## src/hw/rtl/trace_peak_normalizer_macros.svh

```systemverilog
// assertion macros used by the normalizer top level
`ifndef TRACE_PEAK_NORMALIZER_MACROS_SVH
`define TRACE_PEAK_NORMALIZER_MACROS_SVH

// same-cycle implication
`define TPN_ASSERT_IMPLY(label, clk, rst, ante, cons) \
   label: assert property (@(posedge clk) disable iff (rst) (ante) |-> (cons)) \
      else $error("tpn assertion failed");

// next-cycle implication
`define TPN_ASSERT_NEXT(label, clk, rst, ante, cons) \
   label: assert property (@(posedge clk) disable iff (rst) (ante) |=> (cons)) \
      else $error("tpn assertion failed");

`endif

```

## src/hw/rtl/tpn_pkg.sv

```systemverilog
// shared types and constants of the trace peak normalizer
package tpn_pkg;
   localparam int SAMPLE_BITS = 16;
   localparam int MAX_TRACE = 64;
   localparam int ADDR_BITS = $clog2(MAX_TRACE);
   localparam int LEN_BITS = 7;
   localparam int FULL_SCALE = 2 ** (SAMPLE_BITS - 1) - 1;
   localparam int PROD_BITS = 2 * SAMPLE_BITS;
   localparam int QUOT_BITS = 2 * SAMPLE_BITS - 1;
   localparam int GAIN_BITS = 16;

   localparam logic [1:0] REG_MODE = 2'd0;
   localparam logic [1:0] REG_LENGTH = 2'd1;
   localparam logic [1:0] REG_GAIN = 2'd2;
   localparam logic [1:0] REG_COMPLEX = 2'd3;

   typedef logic signed [SAMPLE_BITS-1:0] sample_type;

   typedef struct packed {
      logic normalize;
      logic complex_data;
      logic [LEN_BITS-1:0] eff_len;
      logic signed [GAIN_BITS-1:0] gain;
   } cfg_type;

   typedef enum logic {
      JOB_GAIN = 1'b0,
      JOB_TRACE = 1'b1
   } job_kind_type;

   typedef struct packed {
      job_kind_type kind;
      sample_type re;
      sample_type im;
      logic [SAMPLE_BITS-1:0] peak;
      logic [LEN_BITS-1:0] count;
   } job_type;
endpackage

```

## src/hw/rtl/tpn_job_queue.sv

```systemverilog
// short job queue between front and back
module tpn_job_queue
   import tpn_pkg::*;
(
   input  logic clock,
   input  logic reset,
   input  logic push,
   input  job_type job_in,
   input  logic pop,
   output job_type job_out,
   output logic empty,
   output logic full
);
   localparam int DEPTH = 4;
   localparam int PTR_BITS = $clog2(DEPTH);

   job_type entry_ff [DEPTH];
   logic [PTR_BITS-1:0] wr_ptr_ff, wr_ptr_in, rd_ptr_ff, rd_ptr_in;
   logic [PTR_BITS:0] count_ff, count_in;
   logic do_push, do_pop;

   assign empty = (count_ff == '0);
   assign full = (count_ff == (PTR_BITS+1)'(DEPTH));
   assign do_push = push && !full;
   assign do_pop = pop && !empty;
   assign job_out = entry_ff[rd_ptr_ff];

   always_comb begin
      wr_ptr_in = do_push ? wr_ptr_ff + 1'b1 : wr_ptr_ff;
      rd_ptr_in = do_pop ? rd_ptr_ff + 1'b1 : rd_ptr_ff;
      count_in = count_ff;
      if (do_push && !do_pop) begin
         count_in = count_ff + 1'b1;
      end else if (do_pop && !do_push) begin
         count_in = count_ff - 1'b1;
      end
   end

   always_ff @(posedge clock) begin
      if (reset) begin
         wr_ptr_ff <= '0;
         rd_ptr_ff <= '0;
         count_ff <= '0;
      end else begin
         wr_ptr_ff <= wr_ptr_in;
         rd_ptr_ff <= rd_ptr_in;
         count_ff <= count_in;
      end
   end

   always_ff @(posedge clock) begin
      if (do_push) begin
         entry_ff[wr_ptr_ff] <= job_in;
      end
   end
endmodule

```

## config.mk

```make
export PLATFORM = sky130hd
export DESIGN_NAME = tpn_job_queue
export DESIGN_NICKNAME = d
export VERILOG_FILES = /design/src/hw/rtl/trace_peak_normalizer_macros.svh /design/src/hw/rtl/tpn_pkg.sv /design/src/hw/rtl/tpn_job_queue.sv
export SDC_FILE = /design/constraint.sdc
export NUM_CORES = 1
export LEC_CHECK = 0
export BUFFER_PORTS_ARGS = -buffer_cell sky130_fd_sc_hd__clkbuf_2
export CAP_MARGIN = 5
export CORE_AREA = 8 8 164 166
export CTS_CLUSTER_DIAMETER = 50
export CTS_CLUSTER_SIZE = 10
export DETAILED_ROUTE_END_ITERATION = 8
export DIE_AREA = 0 0 172 174
export HOLD_SLACK_MARGIN = 0.06
export PLACE_DENSITY_LB_ADDON = 0.1
export SYNTH_ARGS = -nofsm -noshare
export SYNTH_HDL_FRONTEND = slang
export SYNTH_SLANG_ARGS = --single-unit
```

## constraint.sdc

```tcl
create_clock -name clock -period 6.5 [get_ports clock]
set_input_delay 0 -clock clock [delete_from_list [all_inputs] [get_ports clock]]
set_output_delay 0 -clock clock [all_outputs]
set_load 0.02 [all_outputs]
```

== Word level (Yosys, flattened, before mapping) ==
Memory sizes are Yosys's and may differ from the RTL's. A register that Yosys moved wholly into a read port is not among the register bits.
Cells that the tools add are included.
Widths: inputs -> output; s select.

* Bits in registers: 7
* RAM bits: 224
* Word-level logic and storage cells: 25
* Input bits: 60
* Output and inout port bits: 58
* Memories: 1

{| class="wikitable"
|+ Memory list
! name !! depth !! bits a word !! rd ports !! clocked after memory_dff !! wr ports !! line !! RTL
|-
| entry_ff || 4 || 56 || 1 || 1 || 1 || tpn_job_queue.sv:17 || <nowiki>job_type entry_ff [DEPTH];</nowiki>
|}

* Reductions and logical operators: 10
* Multiplexer cells: 6
* Add/subtract/negate cells: 4
* Eq/ne operators: 1

{| class="wikitable"
|+ Operators by type and width
! kind !! number
|-
| $mux 3 || 2
|-
| $add 2x1->2 const B || 2
|-
| $logic_and 1x1->1 || 4
|-
| $logic_not 1->1 || 4
|-
| $mux 2 || 2
|-
| $add 3x1->3 const B || 1
|-
| $eq 3x3->1 const B || 1
|-
| $logic_not 3->1 || 1
|-
| $sub 3x1->3 const B || 1
|-
| $mux 1 || 2
|-
| $reduce_bool 2->1 || 1
|}

== Longest topological paths before layout ==
* Word-level depth: 7
* Gate-level depth with buffers: 8
* Mapped depth without buffers: 8

== Worst setup path after synthesis ==
OpenSTA, ideal clock, no wires.

* Path kind: register -> register
* From: register count_ff[0]
* To: memory entry_ff[0][0] in the netlist's numbering, enable pin
* Library setup time: 0.420 ns
* Data required time: 6.080 ns
* Data arrival time: 2.199 ns
* Period minus slack after synthesis: 2.619 ns
* Buffers on the path: 0
* Stages on the path, launching flop included: 4
* Path slack: 3.881 ns
* Path through: dfxtp_1 -> nor3b_2 -> nor2_1 -> and2_1

* Longest elaborated chain between the ends: 5

{| class="wikitable"
|+ Ends and longest elaborated chain
! what !! line !! RTL
|-
| from (decl) || tpn_job_queue.sv:19 || <nowiki>logic [PTR_BITS:0] count_ff, count_in;</nowiki>
|-
| from (signal assigned) || tpn_job_queue.sv:47 || <nowiki>count_ff <= count_in;</nowiki>
|-
| $eq 3x3->1 || tpn_job_queue.sv:23 || <nowiki>assign full = (count_ff == (PTR_BITS+1)'(DEPTH));</nowiki>
|-
| named net full || tpn_job_queue.sv:12 || <nowiki>output logic full</nowiki>
|-
| $logic_not 1->1 || tpn_job_queue.sv:24 || <nowiki>assign do_push = push && !full;</nowiki>
|-
| $logic_and 1x1->1 || tpn_job_queue.sv:24 ||
|-
| named net do_push || tpn_job_queue.sv:20 || <nowiki>logic do_push, do_pop;</nowiki>
|-
| $mux 1 || tpn_job_queue.sv:52 || <nowiki>if (do_push) begin</nowiki>
|-
| $mux 1 (implied by the code) || tpn_job_queue.sv:53 || <nowiki>entry_ff[wr_ptr_ff] <= job_in;</nowiki>
|-
| to (decl) || tpn_job_queue.sv:17 ||
|}

The timed path passes the listed nets, and every way through them passes these cells.

==> impl_metrics.json <==
{
  "run_status": "finished clean",
  "total_leakage_power_nw": 3.72,
  "synth_top_cell_area_share_pct": 78.4,
  "timing.final.crit_share_pct": 41.4,
  "clock_insertion_delay_worst_skew_ps": 510,
  "tritoncts_clock_tree": "yes",
  "fillers": 2182,
  "clkSlewWorstSetupHoldPaths_ps": 50,
  "inserted_diodes": 0,
  "worst_path_largest_cell_delay_ps": 820,
  "cp_num_buf_inv": 2,
  "critical_path.cell_chain": "buf_4 -> mux4_2 -> clkbuf_2",
  "drt.antenna.violating_nets": 0,
  "syn-cell-area_um2": 8580,
  "portBuffers": 117,
  "synthArstFlopShare_pct": 0,
  "ioPinCount": 118,
  "hold_viol": 0,
  "wire_length_of_the_first_global_routing_pass_um": 26600,
  "fin_worst_skew_ps": 9.36,
  "dp_hpwl_um": 9500,
  "routed_len_inst_um": 19.0,
  "fin_hold_ws_ps": 240,
  "clock_sinks": 233,
  "max_slew_margin_pct": 32.4,
  "finalWirelength_um": 16900,
  "route.vias.total": 4087,
  "vdd_ir_drop_max_mv": 0.172,
  "synth_most_common_cell": "sky130_fd_sc_hd__edfxtp_1",
  "tritoncts.num_buffers": 29,
  "synthAdderAreaFrac_pct": 0.963,
  "core-area_um2": 24500,
  "drt_pre_antenna_iters": 4,
  "timing_worst_slew_pin_value_ps": 1010,
  "final-setup-viol-count": 0,
  "yosysWarnings": 0,
  "final_util_pct": 44.6,
  "synth.yosys.seq_area_share_pct": 80.5,
  "die_area_um2": 29900,
  "holdCritPathClass": "in2reg",
  "cp_top_family": "buffers and inverters",
  "synthCells": 340,
  "rows": 58,
  "root_buffer": "sky130_fd_sc_hd__clkbuf_16",
  "largest_net_degree_at_the_start_of_global_routing": 57,
  "drc_violations_left": 0,
  "finalWorstSetupSlack_ps": 3810,
  "route.detailed.vias_per_inst": 4.60,
  "post_synth_main_area_contributors": "sky130_fd_sc_hd__edfxtp_1 (78%), sky130_fd_sc_hd__mux4_2 (15%), sky130_fd_sc_hd__dfxtp_1 (2.1%)",
  "synthToLayoutAreaGrowth_pct": 27.4,
  "clk_path_buf_depth": 3,
  "die_w_um": 172,
  "setup-tns-final_ps": 0,
  "number_of_flops_mapped_to_enable_cells_by_yosys": 224,
  "synthMuxAreaShare_pct": 14.9,
  "combinational_family_with_the_most_area_after_synthesis": "multiplexers",
  "place_congestion": 0.693,
  "clock.fmax_mhz": 372,
  "crit_slowest_cell": "sky130_fd_sc_hd__buf_4",
  "start_kind": "register",
  "critical_path_class": "reg2out",
  "floorplan.initialDensity_pct": 35.0,
  "fraction_of_the_mapped_netlist_area_in_compound_gates_pct": 0.423,
  "netlist-cell-type-count": 23,
  "post_synth_and_or_nand_nor_area_fraction_pct": 1.05,
  "gr-total-overflow": 0,
  "critical_path_arrival_ps": 2690,
  "number_of_gates_resized_after_cts": 0,
  "num-nets-final": 603,
  "rsz0062_at_grt": "false",
  "finalMaxSlewViolations": 0,
  "path_max_fanout": 47,
  "cellPowerDensity_nw_per_um2": 395,
  "h_tree_levels": 1,
  "cap_violations": 0,
  "most_used_flip_flop_cell_after_synthesis": "sky130_fd_sc_hd__edfxtp_1",
  "finalWorstPathRequiredPeriod_ps": 2690,
  "detailedPlace.worstSlack_ps": 4170,
  "via_count_of_the_first_global_routing_pass": 4728,
  "synth.avg_cell_area_um2": 25.2,
  "chipHeight_um": 174,
  "drt_iter0_markers": 238,
  "synthXorXnorAreaFrac_pct": 0.408,
  "post-cts-setup-buffers": 0,
  "groute.usage.overall_pct": 11.5,
  "timing.critical_path.required_ps": 6500,
  "post_route_cells_drive_above_1_share_pct": 38.8,
  "synth_nets": 406,
  "power_w": 0.00432,
  "biggest_area_consumer_among_synthesized_cells": "sky130_fd_sc_hd__edfxtp_1",
  "worst_setup_path_end_kind": "primary output",
  "postSynthRegisterBits": 233,
  "initial_antenna_violation_count": 0,
  "synth_commonest_cells": "sky130_fd_sc_hd__edfxtp_1 (224), sky130_fd_sc_hd__mux4_2 (56), sky130_fd_sc_hd__dfxtp_1 (9)"
}
placed cells by master, fill, tap and decap left out:
cell                            instances
sky130_fd_sc_hd__a21oi_1                2
sky130_fd_sc_hd__and2_4                 4
sky130_fd_sc_hd__buf_4                  2
sky130_fd_sc_hd__clkbuf_1              18
sky130_fd_sc_hd__clkbuf_16             29
sky130_fd_sc_hd__clkbuf_2             117
sky130_fd_sc_hd__clkbuf_8               3
sky130_fd_sc_hd__clkinv_2               1
sky130_fd_sc_hd__clkinvlp_4             1
sky130_fd_sc_hd__dfxtp_1                7
sky130_fd_sc_hd__dfxtp_2                1
sky130_fd_sc_hd__dfxtp_4                1
sky130_fd_sc_hd__dlygate4sd3_1         60
sky130_fd_sc_hd__edfxtp_1             224
sky130_fd_sc_hd__fa_1                   1
sky130_fd_sc_hd__ha_1                   5
sky130_fd_sc_hd__inv_1                  4
sky130_fd_sc_hd__inv_6                  1
sky130_fd_sc_hd__mux2i_1                2
sky130_fd_sc_hd__mux4_2                56
sky130_fd_sc_hd__nand2b_1               2
sky130_fd_sc_hd__nor2_1                 6
sky130_fd_sc_hd__nor3_1                 1
sky130_fd_sc_hd__nor3b_2                1
sky130_fd_sc_hd__o21ai_0                2
sky130_fd_sc_hd__o311ai_0               1
sky130_fd_sc_hd__o31ai_1                1
sky130_fd_sc_hd__or3_1                  2
sky130_fd_sc_hd__xor2_1                 4
worst paths after layout:
| path | from | end | slack (ps) | cells past startpoint |
|---|---|---|---|---|
| hold reg to reg | wr_ptr_ff[1] | wr_ptr_ff[1] | 530 | 2 |
| setup / recovery | register | job_out[3] | 3810 | 3 |
| setup reg to reg | count_ff[0] | count_ff[2] | 4180 | 8 |
| hold / removal | job_in[13] | entry_ff[3][13] | 240 | 2 |
where the power goes:
part | switching, W | internal (W) | total (W)
Clock | 0.000552 | 0.000862 | 0.00141
Sequential | 0.0000688 | 0.00181 | 0.00188
Combinational | 0.000587 | 0.000437 | 0.00102
Total | 0.00121 | 0.00311 | 0.00432
state kept, by name, summed over array words and instances (netlist names), named ones only:
signal,flops
count_ff,3
entry_ff,224
rd_ptr_ff,2
wr_ptr_ff,2
logic make-up (layout without fill, tap and decap cells):
family	count (synthesis)	after routing
DFF	233	233
muxes	58	58
buffers and inverters	17	236
and+or+nand+nor	16	16
adders and majority gates	6	6
AOI/OAI and AO/OA	6	6
xor gates and xnor gates	4	4
repair_timing:
item                                   4_1_cts  5_1_grt
endpoints found under the hold margin      233        0
hold buffers                                60        0
setup endpoints to repair                    0        0
through the flow:
| stage | cells | area, µm² |
|---|---|---|
| after detailed placement | 776 | 9480 |
| after global routing | 889 | 10900 |
| final | 889 | 10900 |
| after CTS | 889 | 10900 |
| after global placement | 776 | 9480 |
| after floorplan | 340 | 8580 |
final cells by class:
class,count,area [µm²],area share [%]
multi-input cells,90,1540,14.0
inverters,4,15.0,0.137
clock inverters,3,21.3,0.195
well taps,330,413,3.78
flip-flops and latches,233,6910,63.2
clock buffers,50,835,7.63
repair buffers,179,1200,11.0
layer usage:
| layer | vias to the layer above | track usage (%) | wire length (µm) |
|---|---|---|---|
| li1 | 1844 | - | - |
| met1 | 2113 | 14.1 | 6950 |
| met2 | 100 | 19.7 | 8520 |
| met3 | 30 | 2.99 | 1170 |
| met4 | 0 | 3.02 | 289 |
| met5 | - | 0 | 0 |
worst register-to-register path, delay by kind of cell (launching register included):
kind	cells	cell delay, ps
XOR/XNOR	1	160
buffers and inverters	1	70
adder cells (fa/ha/maj)	2	650
AO/OA/AOI/OAI	1	140
flip-flops	1	470
AND/OR/NAND/NOR	3	760
Note: power is estimated with default switching activity, not from simulation.
