## config.mk

```make
export PLATFORM = sky130hd
export DESIGN_NAME = tpn_back
export DESIGN_NICKNAME = d
export VERILOG_FILES = /design/src/hw/rtl/trace_peak_normalizer_macros.svh /design/src/hw/rtl/tpn_pkg.sv /design/src/hw/rtl/tpn_back.sv
export SDC_FILE = /design/constraint.sdc
export NUM_CORES = 2
export LEC_CHECK = 0
export ABC_CLOCK_PERIOD_IN_PS = 26400
export BUFFER_PORTS_ARGS = -buffer_cell sky130_fd_sc_hd__buf_2
export CAP_MARGIN = 20
export CELL_PAD_IN_SITES_DETAIL_PLACEMENT = 0
export CELL_PAD_IN_SITES_GLOBAL_PLACEMENT = 2
export CORE_MARGIN = 10
export CORE_UTILIZATION = 46
export DETAILED_ROUTE_END_ITERATION = 8
export GPL_ROUTABILITY_DRIVEN = 0
export PLACE_DENSITY_LB_ADDON = 0.1
export REMOVE_ABC_BUFFERS = 1
export SETUP_SLACK_MARGIN = 0.3
export SYNTH_ARGS = -nofsm -noshare
export SYNTH_HDL_FRONTEND = slang
export SYNTH_SLANG_ARGS = --single-unit
```

## constraint.sdc

```tcl
create_clock -name clock -period 26.4 [get_ports clock]
set_clock_uncertainty 0.2 [all_clocks]
set_input_delay 7.92 -clock clock [delete_from_list [all_inputs] [get_ports clock]]
set_output_delay 7.92 -clock clock [all_outputs]
set_load 0.01 [all_outputs]
```

## src/hw/rtl/trace_peak_normalizer_macros.svh

```systemverilog
// assertion macros used by the normalizer top level
`ifndef TRACE_PEAK_NORMALIZER_MACROS_SVH
`define TRACE_PEAK_NORMALIZER_MACROS_SVH

// same-cycle implication
`define TPN_ASSERT_IMPLY(label, clk, rst, ante, cons) \
   label: assert property (@(posedge clk) disable iff (rst) (ante) |-> (cons)) \
      else $error("tpn assertion failed");

// next-cycle implication
`define TPN_ASSERT_NEXT(label, clk, rst, ante, cons) \
   label: assert property (@(posedge clk) disable iff (rst) (ante) |=> (cons)) \
      else $error("tpn assertion failed");

`endif

```

## src/hw/rtl/tpn_pkg.sv

```systemverilog
// shared types and constants of the trace peak normalizer
package tpn_pkg;
   localparam int SAMPLE_BITS = 16;
   localparam int MAX_TRACE = 64;
   localparam int ADDR_BITS = $clog2(MAX_TRACE);
   localparam int LEN_BITS = 7;
   localparam int FULL_SCALE = 2 ** (SAMPLE_BITS - 1) - 1;
   localparam int PROD_BITS = 2 * SAMPLE_BITS;
   localparam int QUOT_BITS = 2 * SAMPLE_BITS - 1;
   localparam int GAIN_BITS = 16;

   localparam logic [1:0] REG_MODE = 2'd0;
   localparam logic [1:0] REG_LENGTH = 2'd1;
   localparam logic [1:0] REG_GAIN = 2'd2;
   localparam logic [1:0] REG_COMPLEX = 2'd3;

   typedef logic signed [SAMPLE_BITS-1:0] sample_type;

   typedef struct packed {
      logic normalize;
      logic complex_data;
      logic [LEN_BITS-1:0] eff_len;
      logic signed [GAIN_BITS-1:0] gain;
   } cfg_type;

   typedef enum logic {
      JOB_GAIN = 1'b0,
      JOB_TRACE = 1'b1
   } job_kind_type;

   typedef struct packed {
      job_kind_type kind;
      sample_type re;
      sample_type im;
      logic [SAMPLE_BITS-1:0] peak;
      logic [LEN_BITS-1:0] count;
   } job_type;
endpackage

```

## src/hw/rtl/tpn_back.sv

```systemverilog
// back end: runs gain and trace jobs and holds the result word
module tpn_back
   import tpn_pkg::*;
(
   input  logic clock,
   input  logic reset,
   input  cfg_type cfg,
   input  logic q_empty,
   input  job_type q_job,
   output logic q_pop,
   output logic [ADDR_BITS-1:0] rd_addr,
   input  logic [2*SAMPLE_BITS-1:0] rd_data,
   output logic trace_done,
   input  logic pop,
   output logic empty,
   output sample_type out_real,
   output sample_type out_imag,
   output logic end_of_trace
);
   typedef enum logic [5:0] {
      B_IDLE   = 6'b000001,
      B_GAIN   = 6'b000010,
      B_READ   = 6'b000100,
      B_SCALE  = 6'b001000,
      B_DIVIDE = 6'b010000,
      B_EMIT   = 6'b100000
   } back_state_type;

   localparam int DIV_CNT_BITS = $clog2(QUOT_BITS);
   localparam int SHIFT = 8;
   localparam logic signed [PROD_BITS-1:0] SAT_HI = PROD_BITS'(FULL_SCALE);
   localparam logic signed [PROD_BITS-1:0] SAT_LO = PROD_BITS'(-FULL_SCALE - 1);

   back_state_type state_ff, state_in;
   job_type job_ff;
   logic [LEN_BITS-1:0] idx_ff, idx_in;
   logic signed [PROD_BITS-1:0] gp_re_ff, gp_im_ff;
   logic [QUOT_BITS-1:0] num_re_ff, num_im_ff, num_re_in, num_im_in;
   logic [SAMPLE_BITS-1:0] rem_re_ff, rem_im_ff, rem_re_in, rem_im_in;
   logic neg_re_ff, neg_im_ff;
   logic [DIV_CNT_BITS-1:0] cnt_ff, cnt_in;
   logic valid_ff, valid_in, load;
   sample_type out_re_ff, out_im_ff, res_re, res_im, rd_re, rd_im;
   logic eot_ff, res_eot, idx_last;
   logic [SAMPLE_BITS-1:0] abs_re, abs_im;
   logic [LEN_BITS-1:0] idx_next;

   function automatic sample_type sat_shift(input logic signed [PROD_BITS-1:0] p);
      logic signed [PROD_BITS-1:0] s;
      s = p >>> SHIFT;
      if (s > SAT_HI) return SAMPLE_BITS'(SAT_HI);
      if (s < SAT_LO) return SAMPLE_BITS'(SAT_LO);
      return SAMPLE_BITS'(s);
   endfunction

   function automatic sample_type sat_quot(input logic [QUOT_BITS-1:0] q, input logic neg);
      logic [QUOT_BITS-1:0] lim;
      lim = neg ? QUOT_BITS'(FULL_SCALE + 1) : QUOT_BITS'(FULL_SCALE);
      if (q > lim) q = lim;
      return neg ? SAMPLE_BITS'(-q) : SAMPLE_BITS'(q);
   endfunction

   // restoring division, one quotient bit per cycle
   function automatic logic [SAMPLE_BITS+QUOT_BITS-1:0] div_step(
      input logic [SAMPLE_BITS-1:0] rem, input logic [QUOT_BITS-1:0] num,
      input logic [SAMPLE_BITS-1:0] den);
      logic [SAMPLE_BITS:0] r;
      logic [SAMPLE_BITS:0] d;
      logic ge;
      r = {rem, num[QUOT_BITS-1]};
      d = r - {1'b0, den};
      ge = (r >= {1'b0, den});
      return {ge ? d[SAMPLE_BITS-1:0] : r[SAMPLE_BITS-1:0], num[QUOT_BITS-2:0], ge};
   endfunction

   assign rd_addr = idx_ff[ADDR_BITS-1:0];
   assign rd_re = rd_data[2*SAMPLE_BITS-1:SAMPLE_BITS];
   assign rd_im = rd_data[SAMPLE_BITS-1:0];
   assign abs_re = rd_re[SAMPLE_BITS-1] ? SAMPLE_BITS'(-rd_re) : rd_re;
   assign abs_im = rd_im[SAMPLE_BITS-1] ? SAMPLE_BITS'(-rd_im) : rd_im;
   assign idx_next = idx_ff + 1'b1;
   assign idx_last = (idx_next == job_ff.count);
   assign {rem_re_in, num_re_in} = div_step(rem_re_ff, num_re_ff, job_ff.peak);
   assign {rem_im_in, num_im_in} = div_step(rem_im_ff, num_im_ff, job_ff.peak);

   assign empty = !valid_ff;
   assign out_real = out_re_ff;
   assign out_imag = out_im_ff;
   assign end_of_trace = eot_ff;

   always_comb begin
      if (job_ff.kind == JOB_GAIN) begin
         res_re = sat_shift(gp_re_ff);
         res_im = cfg.complex_data ? sat_shift(gp_im_ff) : '0;
         res_eot = 1'b1;
      end else begin
         res_re = '0;
         res_im = '0;
         if (job_ff.peak != '0) begin
            res_re = sat_quot(num_re_ff, neg_re_ff);
            res_im = cfg.complex_data ? sat_quot(num_im_ff, neg_im_ff) : '0;
         end
         res_eot = idx_last;
      end
   end

   always_comb begin
      state_in = state_ff;
      idx_in = idx_ff;
      cnt_in = cnt_ff;
      q_pop = 1'b0;
      load = 1'b0;
      trace_done = 1'b0;
      case (state_ff)
         B_IDLE: begin
            if (!q_empty) begin
               q_pop = 1'b1;
               idx_in = '0;
               state_in = (q_job.kind == JOB_GAIN) ? B_GAIN : B_READ;
            end
         end
         B_GAIN: state_in = B_EMIT;
         B_READ: state_in = B_SCALE;
         B_SCALE: begin
            cnt_in = '0;
            state_in = B_DIVIDE;
         end
         B_DIVIDE: begin
            cnt_in = cnt_ff + 1'b1;
            if (cnt_ff == DIV_CNT_BITS'(QUOT_BITS - 1)) begin
               state_in = B_EMIT;
            end
         end
         B_EMIT: begin
            if (!valid_ff || pop) begin
               load = 1'b1;
               if (job_ff.kind == JOB_GAIN) begin
                  state_in = B_IDLE;
               end else if (idx_last) begin
                  trace_done = 1'b1;
                  state_in = B_IDLE;
               end else begin
                  idx_in = idx_next;
                  state_in = B_READ;
               end
            end
         end
         default: state_in = B_IDLE;
      endcase
      valid_in = load ? 1'b1 : (pop ? 1'b0 : valid_ff);
   end

   always_ff @(posedge clock) begin
      if (reset) begin
         state_ff <= B_IDLE;
         valid_ff <= 1'b0;
      end else begin
         state_ff <= state_in;
         valid_ff <= valid_in;
      end
   end

   always_ff @(posedge clock) begin
      idx_ff <= idx_in;
      cnt_ff <= cnt_in;
      if (q_pop) begin
         job_ff <= q_job;
      end
      if (state_ff == B_GAIN) begin
         gp_re_ff <= PROD_BITS'(job_ff.re) * PROD_BITS'(cfg.gain);
         gp_im_ff <= PROD_BITS'(job_ff.im) * PROD_BITS'(cfg.gain);
      end
      if (state_ff == B_SCALE) begin
         num_re_ff <= QUOT_BITS'(abs_re) * QUOT_BITS'(FULL_SCALE);
         num_im_ff <= QUOT_BITS'(abs_im) * QUOT_BITS'(FULL_SCALE);
         neg_re_ff <= rd_re[SAMPLE_BITS-1];
         neg_im_ff <= rd_im[SAMPLE_BITS-1];
         rem_re_ff <= '0;
         rem_im_ff <= '0;
      end else if (state_ff == B_DIVIDE) begin
         num_re_ff <= num_re_in;
         num_im_ff <= num_im_in;
         rem_re_ff <= rem_re_in;
         rem_im_ff <= rem_im_in;
      end
      if (load) begin
         out_re_ff <= res_re;
         out_im_ff <= res_im;
         eot_ff <= res_eot;
      end
   end
endmodule

```

-- Word level (Yosys, flattened, before mapping)
Index checks and enable logic that the tools add are counted.
- register bits: 268
- input port bits: 117
- output and inout port bits: 42
- logic and storage cells: 126
- add/subtract/negate cells: 8
- $mul: 4
- order comparisons: 8
- equality and inequality tests: 13
- multiplexer cells: 65
- reduce and logical (&&, ||, !) cells: 8
- operators with widths (kind ; number):
    16-bit two-way mux ; 28
    31-bit two-way mux ; 4
    16-bit by 16-bit multiplier with 32-bit output ; 2
    16-bit negator ; 4
    31-bit by 16-bit > comparator with 1-bit output ; 2
    16-bit by 15-bit multiplier with 31-bit output (second input constant) ; 2
    24-bit by 16-bit > comparator with 1-bit output (second input constant) ; 2
    24-bit by 16-bit less-than comparator with 1-bit output (second input constant) ; 2
    6-bit case mux with 6 select lines ; 1
    17-bit by 16-bit greater-or-equal comparator with 1-bit output ; 2
    16-bit subtractor ; 2
    7-bit two-way mux ; 4
    1-bit two-way mux ; 20
    6-bit two-way mux ; 3
    16-bit nonzero test ; 1
    7-bit case mux with 2 select lines ; 1
    2-bit != test (second input constant) ; 5
    5-bit case mux with 2 select lines ; 1
    3-bit two-way mux ; 3
    7-bit by 1-bit adder with 7-bit output (second input constant) ; 1
    7-bit == test ; 1
    6-bit by 1-bit == test with 1-bit output (second input constant) ; 1
    6-bit by 2-bit == test with 1-bit output (second input constant) ; 1
    6-bit by 3-bit == test with 1-bit output (second input constant) ; 1
    other kinds (10) ; 12

-- Depth between registers and ports, before layout
- depth after elaboration: 10
- depth in mapped cells: 30
- gate-level depth less buffers: 29

-- Least setup slack after synthesis
OpenSTA, ideal clock, no wires.
- path kind: input to output
- start point: input port q_empty
- end point: output port q_pop
- arrival: 10.382 ns
- required time: 18.280 ns
- path slack: 7.898 ns
- stages: 1
- path buffers: 0
- cell sequence: nor2_1
- longest elaborated chain between the ends: 2
- ends and longest elaborated chain (element ; line ; text):
    from (decl) ; tpn_back.sv:8 ; input logic q_empty,
    1-bit two-way mux ; tpn_back.sv:116 ; if (!q_empty) begin
    1-bit two-way mux ; tpn_back.sv:114 ; case (state_ff)
    to (decl) ; tpn_back.sv:10 ; output logic q_pop,
No other way between the ends.

-- Worst setup path in the final report
- start point: input port pop
- end point: output port trace_done
- longest elaborated chain between the ends: 3
- ends and longest elaborated chain (element ; line ; text):
    from (decl) ; tpn_back.sv:14 ; input logic pop,
    1-bit logical OR ; tpn_back.sv:135 ; if (!valid_ff || pop) begin
    1-bit two-way mux ; tpn_back.sv:135 ;
    1-bit two-way mux ; tpn_back.sv:114 ;
    to (decl) ; tpn_back.sv:13 ; output logic trace_done,
No other way between the ends.

==> impl_metrics.env <==
export IMPL_startpoint_type="input port"
export IMPL_synth_most_common_cell="inv_1"
export IMPL_vias_per_cell=5.20
export IMPL_cts_resized=0
export IMPL_synthToLayoutAreaGrowth_pct=7.57
export IMPL_fp_row_count=110
export IMPL_vias=29600
export IMPL_max_slew_margin=0.274
export IMPL_clockRootBuffer="clkbuf_16"
export IMPL_worstSetupPathType="in2out"
export IMPL_layout_min_cycle_time_ns=17.24
export IMPL_setup_viol=0
export IMPL_grt_pass1_vias=31600
export IMPL_synth_edf_count=213
export IMPL_final_layout_size_suffix_gt1_frac=0.0623
export IMPL_pin_count=159
export IMPL_overflow=0
export IMPL_antenna_found_initial=4
export IMPL_grt_pass1_wl_um=174000
export IMPL_ys_warn_count=0
export IMPL_cap_violations=0
export IMPL_grt_usage=0.210
export IMPL_max_freq_mhz=58.0
export IMPL_drt_iter0_drc=1448
export IMPL_cts_tree="built"
export IMPL_netlist_area_leader_share=0.335
export IMPL_tightest_slew_ns=1.08
export IMPL_seq_area_frac_synth=0.170
export IMPL_chipWidth_um=323
export IMPL_required_ns=18.28
export IMPL_port_buffer_count=150
export IMPL_dieArea_sq_mm=0.104
export IMPL_die_h_um=323
export IMPL_synth_cell_types=77
export IMPL_initial_core_util=0.466
export IMPL_wl_um=106000
export IMPL_crit_arrival_ns=9.12
export IMPL_rsz0062_at_grt="no"
export IMPL_synthCells=4411
export IMPL_post_synth_cell_area_avg_sq_um=9.56
export IMPL_finalHoldViolCount=0
export IMPL_synthTopCellsByCount="inv_1, fa_1, nand2_1"
export IMPL_hold_buffers=0
export IMPL_worstHoldPathType="reg2reg"
export IMPL_wl_per_cell_um=18.7
export IMPL_synthFlopType="edfxtp_1"
export IMPL_synth_top_area_cell="fa_1"
export IMPL_min_period_over_period=0.653
export IMPL_coreArea_sq_mm=0.0904
export IMPL_synthArstFlopShare=0
export IMPL_cts_sinks=252
export IMPL_final_nets=5737
export IMPL_dr_pass1_iters=5
export IMPL_maxSlewViolCount=0
export IMPL_mappedNetlistArea_sq_mm=0.0422
export IMPL_antenna_violating_nets_post_route=0
export IMPL_numCtsBuffers=36
export IMPL_final_setup_tns_ns=0
export IMPL_end_kind="output port"
export IMPL_hpwl_um=84500
export IMPL_cts_max_level=2
export IMPL_critPathMaxFanout=35
export IMPL_grt_max_degree=63
export IMPL_synth_area_top_cells="fa_1, edfxtp_1, ha_1"
export IMPL_drc_errors=0
export IMPL_cts_setup_buffers=0
export IMPL_status="completed"
export IMPL_clk_pin_slew_worst_paths_ns=0.06
export IMPL_ctsLongestPathBuffers=3
export IMPL_ys_ff_latch=252
export IMPL_clk_latency_ns=0.59
[metrics by stage]
step,utilization,setup WS (ns),hold slack (ns),instances,instance area [sq um]
3_5_place_dp,0.487,9.08,0.253,5622,44100
3_3_place_gp,0.487,9.08,0.247,5622,44100
6_report,0.502,9.16,0.266,5691,45400
4_1_cts,0.501,9.08,0.269,5688,45300
5_1_grt,0.502,9.02,0.299,5691,45400
2_1_floorplan,-,7.90,0.226,4268,41600
[cells by family (layout without fill, tap and decap cells)]
kind of cell | Yosys count | after routing | share of synthesized area
adders and majority gates | 1138 | 1138 | 0.463
AOI/OAI and AO/OA | 596 | 596 | 0.0892
xor gates and xnor gates | 230 | 230 | 0.0490
and+or+nand+nor | 1110 | 1110 | 0.127
buffers and inverters | 1057 | 1159 | 0.0947
muxes | 28 | 28 | 0.00665
DFF | 252 | 252 | 0.170
other | 0 | 2 | 0
[cell usage in the layout (no fill, tap or decap), types with 35 or more instances in the layout]
cell	count
nor3_1	47
nand2b_1	46
nand3_1	40
nand4_1	35
nand2_1	441
nor2_1	164
xor2_1	81
inv_1	911
a21o_1	72
clkbuf_16	36
buf_2	150
edfxtp_1	213
dfxtp_1	39
and2_1	217
ha_1	429
o21ai_0	174
xnor2_1	142
a21oi_1	153
fa_1	706
[final timing paths]
kind	start	to	slack [ns]	cells past startpoint
worst max-delay path	pop	trace_done	9.16	7
worst min-delay path	rem_re_ff[15]$_SDFFE_PP0P_	rem_re_ff[15]$_SDFFE_PP0P_	0.27	2
worst max register to register	job_ff[50]$_DFFE_PP_	gp_re_ff[31]$_DFFE_PP_	19.11	22
worst min register to register	rem_re_ff[15]$_SDFFE_PP0P_	rem_re_ff[15]$_SDFFE_PP0P_	0.27	2
[registers in the layout (all words and copies together), names as in the netlist, 16 cells and up]
| name | cells |
|---|---|
| num_re_ff | 31 |
| job_ff | 56 |
| num_im_ff | 31 |
| rem_re_ff | 16 |
| out_real | 16 |
| gp_im_ff | 24 |
| out_imag | 16 |
| gp_re_ff | 24 |
| rem_im_ff | 16 |
[final cells by class]
class	count	area, sq um
antenna	2	5.00
clock buffer	38	908
clock inverter	28	343
fill	8694	45100
inverter	914	3430
multi-input combinational	3102	31000
sequential	252	7180
tap	1176	1470
timing repair buffer	179	981
[routing by layer]
metal / up-vias / track usage / share of wire / routed length [um]
met1: 14800 / 0.291 / 0.47 / 50000
met4: 0 / 0.0444 / 0.019 / 2070
met5: - / 0 / 0 / 0
met2: 473 / 0.354 / 0.48 / 50800
met3: 107 / 0.0231 / 0.033 / 3560
li1: 14200 / - / - / -
[critical path: stages]
cell and delay (ns):
buf_2 0.07, nand2b_1 0.14, nor2b_4 0.15, buf_4 0.45, nand2_1 0.11, nor2_1 0.12, buf_2 0.15
Power is left out: the tool's default activity adds up to more than one toggle a clock period on the data nets, which glitch-free logic cannot reach.
