==> config.mk <==
export PLATFORM = sky130hd
export DESIGN_NAME = tpn_front
export DESIGN_NICKNAME = d
export VERILOG_FILES = /design/src/hw/rtl/trace_peak_normalizer_macros.svh /design/src/hw/rtl/tpn_pkg.sv /design/src/hw/rtl/tpn_front.sv
export SDC_FILE = /design/constraint.sdc
export NUM_CORES = 2
export LEC_CHECK = 0
export BUFFER_PORTS_ARGS = -buffer_cell sky130_fd_sc_hd__buf_4
export CAP_MARGIN = 20
export CORE_ASPECT_RATIO = 1.75
export CORE_UTILIZATION = 58
export CTS_CLUSTER_SIZE = 28
export DETAILED_ROUTE_END_ITERATION = 16
export PLACE_DENSITY = 0.79
export SLEW_MARGIN = 20
export SYNTH_ARGS = -nofsm -noshare
export SYNTH_HDL_FRONTEND = slang
export SYNTH_SLANG_ARGS = --single-unit
==> constraint.sdc <==
create_clock -name clock -period 6.6 [get_ports clock]
set_input_delay 1.32 -clock clock [delete_from_list [all_inputs] [get_ports clock]]
set_output_delay 1.32 -clock clock [all_outputs]
set_load 0.1 [all_outputs]
==> src/hw/rtl/trace_peak_normalizer_macros.svh <==
// assertion macros used by the normalizer top level
`ifndef TRACE_PEAK_NORMALIZER_MACROS_SVH
`define TRACE_PEAK_NORMALIZER_MACROS_SVH

// same-cycle implication
`define TPN_ASSERT_IMPLY(label, clk, rst, ante, cons) \
   label: assert property (@(posedge clk) disable iff (rst) (ante) |-> (cons)) \
      else $error("tpn assertion failed");

// next-cycle implication
`define TPN_ASSERT_NEXT(label, clk, rst, ante, cons) \
   label: assert property (@(posedge clk) disable iff (rst) (ante) |=> (cons)) \
      else $error("tpn assertion failed");

`endif

==> src/hw/rtl/tpn_pkg.sv <==
// shared types and constants of the trace peak normalizer
package tpn_pkg;
   localparam int SAMPLE_BITS = 16;
   localparam int MAX_TRACE = 64;
   localparam int ADDR_BITS = $clog2(MAX_TRACE);
   localparam int LEN_BITS = 7;
   localparam int FULL_SCALE = 2 ** (SAMPLE_BITS - 1) - 1;
   localparam int PROD_BITS = 2 * SAMPLE_BITS;
   localparam int QUOT_BITS = 2 * SAMPLE_BITS - 1;
   localparam int GAIN_BITS = 16;

   localparam logic [1:0] REG_MODE = 2'd0;
   localparam logic [1:0] REG_LENGTH = 2'd1;
   localparam logic [1:0] REG_GAIN = 2'd2;
   localparam logic [1:0] REG_COMPLEX = 2'd3;

   typedef logic signed [SAMPLE_BITS-1:0] sample_type;

   typedef struct packed {
      logic normalize;
      logic complex_data;
      logic [LEN_BITS-1:0] eff_len;
      logic signed [GAIN_BITS-1:0] gain;
   } cfg_type;

   typedef enum logic {
      JOB_GAIN = 1'b0,
      JOB_TRACE = 1'b1
   } job_kind_type;

   typedef struct packed {
      job_kind_type kind;
      sample_type re;
      sample_type im;
      logic [SAMPLE_BITS-1:0] peak;
      logic [LEN_BITS-1:0] count;
   } job_type;
endpackage

==> src/hw/rtl/tpn_front.sv <==
// front end: accepts words, stores traces, tracks the peak, issues jobs
module tpn_front
   import tpn_pkg::*;
(
   input  logic clock,
   input  logic reset,
   input  cfg_type cfg,
   input  logic cfg_clear,
   input  logic push,
   output logic full,
   input  sample_type sample_real,
   input  sample_type sample_imag,
   input  logic q_full,
   input  logic trace_busy,
   output logic q_push,
   output job_type q_job,
   output logic wr_en,
   output logic [ADDR_BITS-1:0] wr_addr,
   output logic [2*SAMPLE_BITS-1:0] wr_data
);
   typedef enum logic [4:0] {
      F_IDLE   = 5'b00001,
      F_SQUARE = 5'b00010,
      F_SUM    = 5'b00100,
      F_ROOT   = 5'b01000,
      F_DONE   = 5'b10000
   } front_state_type;

   localparam int ROOT_CNT_BITS = $clog2(SAMPLE_BITS);

   front_state_type state_ff, state_in;
   logic [LEN_BITS-1:0] fill_ff, fill_in;
   logic [SAMPLE_BITS-1:0] peak_ff, peak_in, mag_ff, mag_in;
   sample_type re_ff, im_ff, im_kept;
   logic signed [PROD_BITS-1:0] sq_re_ff, sq_im_ff, sq_re_in, sq_im_in;
   logic [PROD_BITS-1:0] rad_ff, rad_in;
   logic [SAMPLE_BITS-1:0] root_ff, root_in;
   logic [SAMPLE_BITS:0] rem_ff, rem_in;
   logic [SAMPLE_BITS+2:0] rem_shift, trial, rem_diff;
   logic [ROOT_CNT_BITS-1:0] cnt_ff, cnt_in;
   logic accept, last;
   logic [LEN_BITS-1:0] fill_next;

   assign full = (state_ff != F_IDLE) || q_full || trace_busy;
   assign accept = push && !full;
   assign im_kept = cfg.complex_data ? sample_imag : '0;
   assign fill_next = fill_ff + 1'b1;
   assign last = (fill_next == cfg.eff_len);

   assign wr_en = accept && cfg.normalize;
   assign wr_addr = fill_ff[ADDR_BITS-1:0];
   assign wr_data = {sample_real, im_kept};

   // one root bit per cycle
   assign rem_shift = {rem_ff, rad_ff[PROD_BITS-1 -: 2]};
   assign trial = {1'b0, root_ff, 2'b01};
   assign rem_diff = rem_shift - trial;

   assign sq_re_in = PROD_BITS'(re_ff) * PROD_BITS'(re_ff);
   assign sq_im_in = PROD_BITS'(im_ff) * PROD_BITS'(im_ff);

   always_comb begin
      q_push = 1'b0;
      q_job.kind = JOB_GAIN;
      q_job.re = sample_real;
      q_job.im = im_kept;
      q_job.peak = (mag_ff > peak_ff) ? mag_ff : peak_ff;
      q_job.count = cfg.eff_len;
      state_in = state_ff;
      fill_in = fill_ff;
      peak_in = peak_ff;
      mag_in = mag_ff;
      rad_in = rad_ff;
      root_in = root_ff;
      rem_in = rem_ff;
      cnt_in = cnt_ff;
      case (state_ff)
         F_IDLE: begin
            if (accept) begin
               if (!cfg.normalize) begin
                  q_push = 1'b1;
               end else if (cfg.complex_data) begin
                  state_in = F_SQUARE;
               end else begin
                  mag_in = sample_real[SAMPLE_BITS-1] ?
                     SAMPLE_BITS'(-sample_real) : sample_real;
                  state_in = F_DONE;
               end
            end
         end
         F_SQUARE: state_in = F_SUM;
         F_SUM: begin
            rad_in = unsigned'(sq_re_ff) + unsigned'(sq_im_ff);
            root_in = '0;
            rem_in = '0;
            cnt_in = '0;
            state_in = F_ROOT;
         end
         F_ROOT: begin
            if (rem_shift >= trial) begin
               rem_in = rem_diff[SAMPLE_BITS:0];
               root_in = {root_ff[SAMPLE_BITS-2:0], 1'b1};
            end else begin
               rem_in = rem_shift[SAMPLE_BITS:0];
               root_in = {root_ff[SAMPLE_BITS-2:0], 1'b0};
            end
            rad_in = {rad_ff[PROD_BITS-3:0], 2'b00};
            cnt_in = cnt_ff + 1'b1;
            if (cnt_ff == ROOT_CNT_BITS'(SAMPLE_BITS - 1)) begin
               mag_in = root_in;
               state_in = F_DONE;
            end
         end
         F_DONE: begin
            if (!last) begin
               fill_in = fill_next;
               peak_in = q_job.peak;
               state_in = F_IDLE;
            end else if (!q_full) begin
               q_push = 1'b1;
               q_job.kind = JOB_TRACE;
               fill_in = '0;
               peak_in = '0;
               state_in = F_IDLE;
            end
         end
         default: state_in = F_IDLE;
      endcase
      if (cfg_clear) begin
         fill_in = '0;
         peak_in = '0;
      end
   end

   always_ff @(posedge clock) begin
      if (reset) begin
         state_ff <= F_IDLE;
         fill_ff <= '0;
         peak_ff <= '0;
      end else begin
         state_ff <= state_in;
         fill_ff <= fill_in;
         peak_ff <= peak_in;
      end
   end

   always_ff @(posedge clock) begin
      if (accept) begin
         re_ff <= sample_real;
         im_ff <= im_kept;
      end
      sq_re_ff <= sq_re_in;
      sq_im_ff <= sq_im_in;
      mag_ff <= mag_in;
      rad_ff <= rad_in;
      root_ff <= root_in;
      rem_ff <= rem_in;
      cnt_ff <= cnt_in;
   end
endmodule

### After elaboration in Yosys (flattened, before gate mapping)

Index checks and enable logic that the tools add are counted.

| operators by class | value |
|---|---|
| add/subtract/negate cells | 5 |
| $mul | 2 |
| magnitude comparators | 2 |
| eq/ne operators | 14 |
| mux-type cells | 31 |
| reduce and logical (&&, ||, !) cells | 11 |

Operators with widths:

| cell | number |
|---|---|
| $mux 16 | 9 |
| $mul 16x16->32 | 2 |
| $pmux 16 s2 | 2 |
| $pmux 32 s2 | 1 |
| $pmux 17 s2 | 1 |
| $add 32x32->32 | 1 |
| $mux 5 | 6 |
| $pmux 5 s5 | 1 |
| $ge 19x18->1 | 1 |
| $mux 17 | 1 |
| $sub 17x17->17 | 1 |
| $gt 16x16->1 | 1 |
| $neg 16->16 | 1 |
| $mux 7 | 2 |
| $ne 2x2->1 const B | 5 |
| $pmux 4 s2 | 1 |
| $add 7x1->7 const B | 1 |
| $eq 7x7->1 | 1 |
| $mux 1 | 6 |
| $eq 5x1->1 const B | 1 |
| $eq 5x2->1 const B | 1 |
| $eq 5x3->1 const B | 1 |
| $eq 5x4->1 const B | 1 |
| $eq 5x5->1 const B | 1 |
| 13 further kinds | 16 |

| word-level totals | value |
|---|---|
| register bits | 209 |
| bits of input ports | 63 |
| output and inout port bits | 97 |

### Logic depth before layout (Yosys ltp)

| depth | value |
|---|---|
| word-level depth | 7 |
| mapped depth | 26 |
| depth with buffers taken out | 24 |

### Least setup slack after synthesis

OpenSTA, ideal clock, no wires.

| timing path | value |
|---|---|
| path type | register -> register |
| start point | reg im_ff[15] |
| end point | reg sq_im_ff[31] |
| library setup time | 0.072 ns |
| arrival time | 6.144 ns |
| slack | 0.384 ns |
| stages on the path, launching flop included | 25 |
| path buffers | 2 |
| cell sequence | edfxtp_1 -> clkbuf_1 -> inv_1 -> buf_1 -> nor2_1 -> fa_1 -> fa_1 -> inv_1 -> fa_1 -> fa_1 -> inv_1 -> fa_1 -> inv_1 -> fa_1 -> inv_1 -> ha_1 -> a21o_1 -> a21oi_1 -> o21a_1 -> nor2_1 -> nor2_1 -> o211ai_1 -> a31o_2 -> a21oi_1 -> xnor2_1 |

| between the ends | value |
|---|---|
| cells in the longest elaborated chain, start to end | 1 |

RTL lines:

| element | line | source |
|---|---|---|
| start, declared | tpn_front.sv:34 | `sample_type re_ff, im_ff, im_kept;` |
| start signal, assigned | tpn_front.sv:150 | `im_ff <= im_kept;` |
| $mul 16x16->32 | tpn_front.sv:60 | `assign sq_im_in = PROD_BITS'(im_ff) * PROD_BITS'(im_ff);` |
| named net sq_im_in[31] | tpn_front.sv:35 | `logic signed [PROD_BITS-1:0] sq_re_ff, sq_im_ff, sq_re_in, sq_im_in;` |
| end signal, assigned | tpn_front.sv:153 | `sq_im_ff <= sq_im_in;` |
| end, declared | tpn_front.sv:35 |  |

The timed path passes the listed nets, and every way through them passes these cells.
A chain may end at the register's enable or synchronous reset.

### Final worst setup path

| timing path | value |
|---|---|
| start point | reg re_ff[3] |
| end point | reg sq_re_ff[29] |

| between the ends | value |
|---|---|
| cells in the longest elaborated chain, start to end | 1 |

RTL lines:

| element | line | source |
|---|---|---|
| start, declared | tpn_front.sv:34 |  |
| start signal, assigned | tpn_front.sv:149 | `re_ff <= sample_real;` |
| $mul 16x16->32 | tpn_front.sv:59 | `assign sq_re_in = PROD_BITS'(re_ff) * PROD_BITS'(re_ff);` |
| named net sq_re_in[29] | tpn_front.sv:35 |  |
| end signal, assigned | tpn_front.sv:152 | `sq_re_ff <= sq_re_in;` |
| end, declared | tpn_front.sv:35 |  |

The timed path passes the listed nets, and every way through them passes these cells.

==> results.json <==
{
  "outcome": "completed",
  "avgRoutedWirePerCell_um": 17.7,
  "die_area_um2": 49000,
  "synth_compound_area_share_pct": 8.32,
  "holdCritPathClass": "reg2reg",
  "least_margin_pin_slew_ns": 0.926,
  "seq_area_frac_synth_pct": 19.1,
  "tritoncts": "yes",
  "antenna_cells_inserted": 0,
  "post-synth-top-count-cell": "sky130_fd_sc_hd__inv_1",
  "critical_path_required_ns": 7.04,
  "antenna_found_initial": 0,
  "grt_pass1_vias": 22602,
  "viasPerCell": 5.56,
  "grt_overflow": 0,
  "synth_top_family_by_area": "adder cells",
  "synth_top_area_share_pct": 33.9,
  "startpoint_to_endpoint_class_of_the_critical_path": "reg2reg",
  "ctsRootBufferMaster": "sky130_fd_sc_hd__clkbuf_16",
  "hold_violations": 0,
  "final.fill_count": 3672,
  "synthAdderAreaFrac_pct": 44.8,
  "die_height_um": 292,
  "setup_viol": 0,
  "synth_top_cell_by_area": "sky130_fd_sc_hd__fa_1",
  "clock.fmax_mhz": 159,
  "synth_mux_area_share_pct": 0.758,
  "cts_hold_repair.buffers": 0,
  "clock_sinks": 207,
  "gr-usage-all-layers_pct": 27.1,
  "synthesis.nets": 3650,
  "routability_congestion_estimate_from_global_placement": 0.916,
  "rsz_0062_raised_after_global_routing": "false",
  "synth_simple_gate_area_share_pct": 10.8,
  "die_width_um": 168,
  "multi_input_comb_area_um2": 19300,
  "rows": 106,
  "layout.area.seq_um2": 5320,
  "synth-async-reset-ratio_pct": 0,
  "first_pass_grt_wire_length_um": 105000,
  "worstPathMaxFanout": 6,
  "worstSetupEndpointType": "flip-flop",
  "synth.distinct_cells": 70,
  "placement.io_buffers": 143,
  "synthesized_area_divided_by_synthesized_cell_count_um2": 9.70,
  "max_slew_margin_pct": 38.3,
  "flow.area_growth_from_synthesis_pct": 9.24,
  "place_hpwl_um": 53600,
  "drcViolationCount": 0,
  "period_share_pct": 95.6,
  "final_max_slew_viol_count": 0,
  "path_clk_slew_ns": 0.06,
  "yosysWarnings": 0,
  "tritoncts.num_buffers": 24,
  "synth_xor_area_share_pct": 4.65,
  "setup_tns_ns": 0,
  "clock_latency_ns": 0.54,
  "synthTopCellsByArea": "sky130_fd_sc_hd__fa_1 34%, sky130_fd_sc_hd__edfxtp_1 13%, sky130_fd_sc_hd__ha_1 11%",
  "vias": 20055,
  "drt-initial-drc-count": 948,
  "ys.flop_type": "sky130_fd_sc_hd__edfxtp_1",
  "arrival_ns": 6.75,
  "postSynthCellCount": 2873,
  "core-area_um2": 47600,
  "floorplan.initialDensity_pct": 58.6,
  "cap_violations": 0,
  "drt_pass1_iterations": 5,
  "yosys_register_bits": 207,
  "io-pin-count": 160,
  "number_of_enable_type_register_cells_in_the_synthesized_netlist": 117,
  "largest_net_degree_at_the_start_of_global_routing": 70,
  "h-tree-depth": 1,
  "final.setup_skew_ns": 0.0136,
  "wirelength_um": 64000,
  "finalWorstPathRequiredPeriod_ns": 6.31,
  "ant_nets": 0,
  "synth.cells.most_frequent": "670 x sky130_fd_sc_hd__inv_1, 472 x sky130_fd_sc_hd__fa_1, 242 x sky130_fd_sc_hd__ha_1, 223 x sky130_fd_sc_hd__nand2_1, 160 x sky130_fd_sc_hd__nor2_1",
  "syn-cell-area_um2": 27900,
  "worstSetupStartpointType": "flip-flop",
  "clk_path_buf_depth": 3,
  "final_net_count": 3773,
  "layout-drive-gt1-share_pct": 9.89
}
==> final timing paths <==
path              start  depth (start not counted)  slack (ns)           end
max            re_ff[3]                         20        0.29  sq_re_ff[29]
min reg2reg  peak_ff[3]                          1        0.48    peak_ff[3]
max reg2reg    re_ff[3]                         20        0.29  sq_re_ff[29]
min          peak_ff[3]                          1        0.48    peak_ff[3]
==> area by class of cell <==
class / instances / area share [%]
clock inverters: 10 / 0.509
well taps: 594 / 2.44
clock buffers: 34 / 2.20
inverters: 670 / 8.26
multi-input cells: 1866 / 63.5
repair buffers: 227 / 5.62
flip-flops and latches: 207 / 17.5
==> cell usage in the layout (no fill, tap or decap), drive strengths merged, types with 4 or more instances in the layout <==
cell / synthesis / layout
inv: 670 / 670
fa: 472 / 472
ha: 242 / 242
buf: 70 / 227
nand2: 223 / 223
nor2: 160 / 160
edfxtp: 117 / 117
and2: 112 / 112
xnor2: 103 / 103
dfxtp: 90 / 90
a21oi: 88 / 88
o21ai: 66 / 66
a21o: 50 / 50
xor2: 45 / 45
clkbuf: 60 / 34
nand3: 33 / 33
nor3: 22 / 22
mux2i: 20 / 20
o21a: 17 / 17
nand2b: 16 / 16
a22o: 16 / 16
o211ai: 16 / 16
a211oi: 15 / 15
o31ai: 14 / 14
nor2b: 13 / 13
o21bai: 12 / 12
and3: 10 / 10
a31o: 10 / 10
or3: 10 / 10
a31oi: 9 / 9
nand4: 8 / 8
or2: 7 / 7
nor4: 7 / 7
nand3b: 6 / 6
o41ai: 5 / 5
clkinv: 0 / 5
bufinv: 0 / 4
o22ai: 4 / 4
==> timing repair <==
| item | 4_1_cts | 5_1_grt |
|---|---|---|
| setup buffers | 0 | 20 |
| gates resized for setup | 0 | 5 |
| setup endpoints to repair | 0 | 12 |
==> flip-flops by register name, indices dropped and copies added (netlist names) <==
| signal | cells |
|---|---|
| rem_ff | 17 |
| cnt_ff | 4 |
| im_ff | 16 |
| re_ff | 16 |
| rad_ff | 32 |
| fill_ff | 7 |
| root_ff | 16 |
| state_ff | 5 |
| mag_ff | 16 |
| peak_ff | 16 |
| sq_re_ff | 31 |
| sq_im_ff | 31 |
==> through the flow <==
step	setup WS (ns)	instances	utilization (%)	hold slack, ns	instance area, um2
6_report	0.293	3608	64.0	0.483	30500
5_1_grt	0.00175	3608	64.0	0.492	30500
4_1_cts	0.152	3588	63.6	0.484	30300
3_5_place_dp	0.217	3544	61.9	0.465	29500
3_3_place_gp	0.297	3543	61.8	0.461	29400
2_1_floorplan	0.384	2873	-	0.369	27900
==> critical path: stages, from the launching register on <==
cell and delay, ns:
sky130_fd_sc_hd__edfxtp_1 0.39, sky130_fd_sc_hd__inv_1 0.30, sky130_fd_sc_hd__nor2_1 0.12, sky130_fd_sc_hd__fa_1 0.51, sky130_fd_sc_hd__inv_1 0.06, sky130_fd_sc_hd__fa_1 0.58
sky130_fd_sc_hd__fa_1 0.46, sky130_fd_sc_hd__fa_1 0.56, sky130_fd_sc_hd__inv_1 0.05, sky130_fd_sc_hd__fa_1 0.52, sky130_fd_sc_hd__fa_1 0.43, sky130_fd_sc_hd__ha_1 0.35
sky130_fd_sc_hd__a21o_1 0.20, sky130_fd_sc_hd__a31o_2 0.13, sky130_fd_sc_hd__a221oi_1 0.11, sky130_fd_sc_hd__o311a_1 0.38, sky130_fd_sc_hd__o31ai_1 0.46, sky130_fd_sc_hd__nand4_1 0.17
sky130_fd_sc_hd__nand4b_1 0.13, sky130_fd_sc_hd__a21oi_1 0.09, sky130_fd_sc_hd__xnor2_1 0.21
==> kinds of logic after synthesis <==
logic type,Yosys count
compound gates,344
xor+xnor,148
fa+ha+maj,714
buf+inv,800
flops,207
mux,21
simple gates,639
==> routing by layer <==
| layer | vias up | part of all wire (%) | GRT usage (%) |
|---|---|---|---|
| met1 | 10039 | 32 | 25.5 |
| met5 | - | 0 | 0 |
| met2 | 624 | 57 | 54.5 |
| met3 | 255 | 3.7 | 2.62 |
| li1 | 9137 | - | - |
| met4 | 0 | 7.0 | 16.9 |
Power is not shown: default switching activity piles up to over one toggle a cycle in this logic, so the estimate is an artifact.
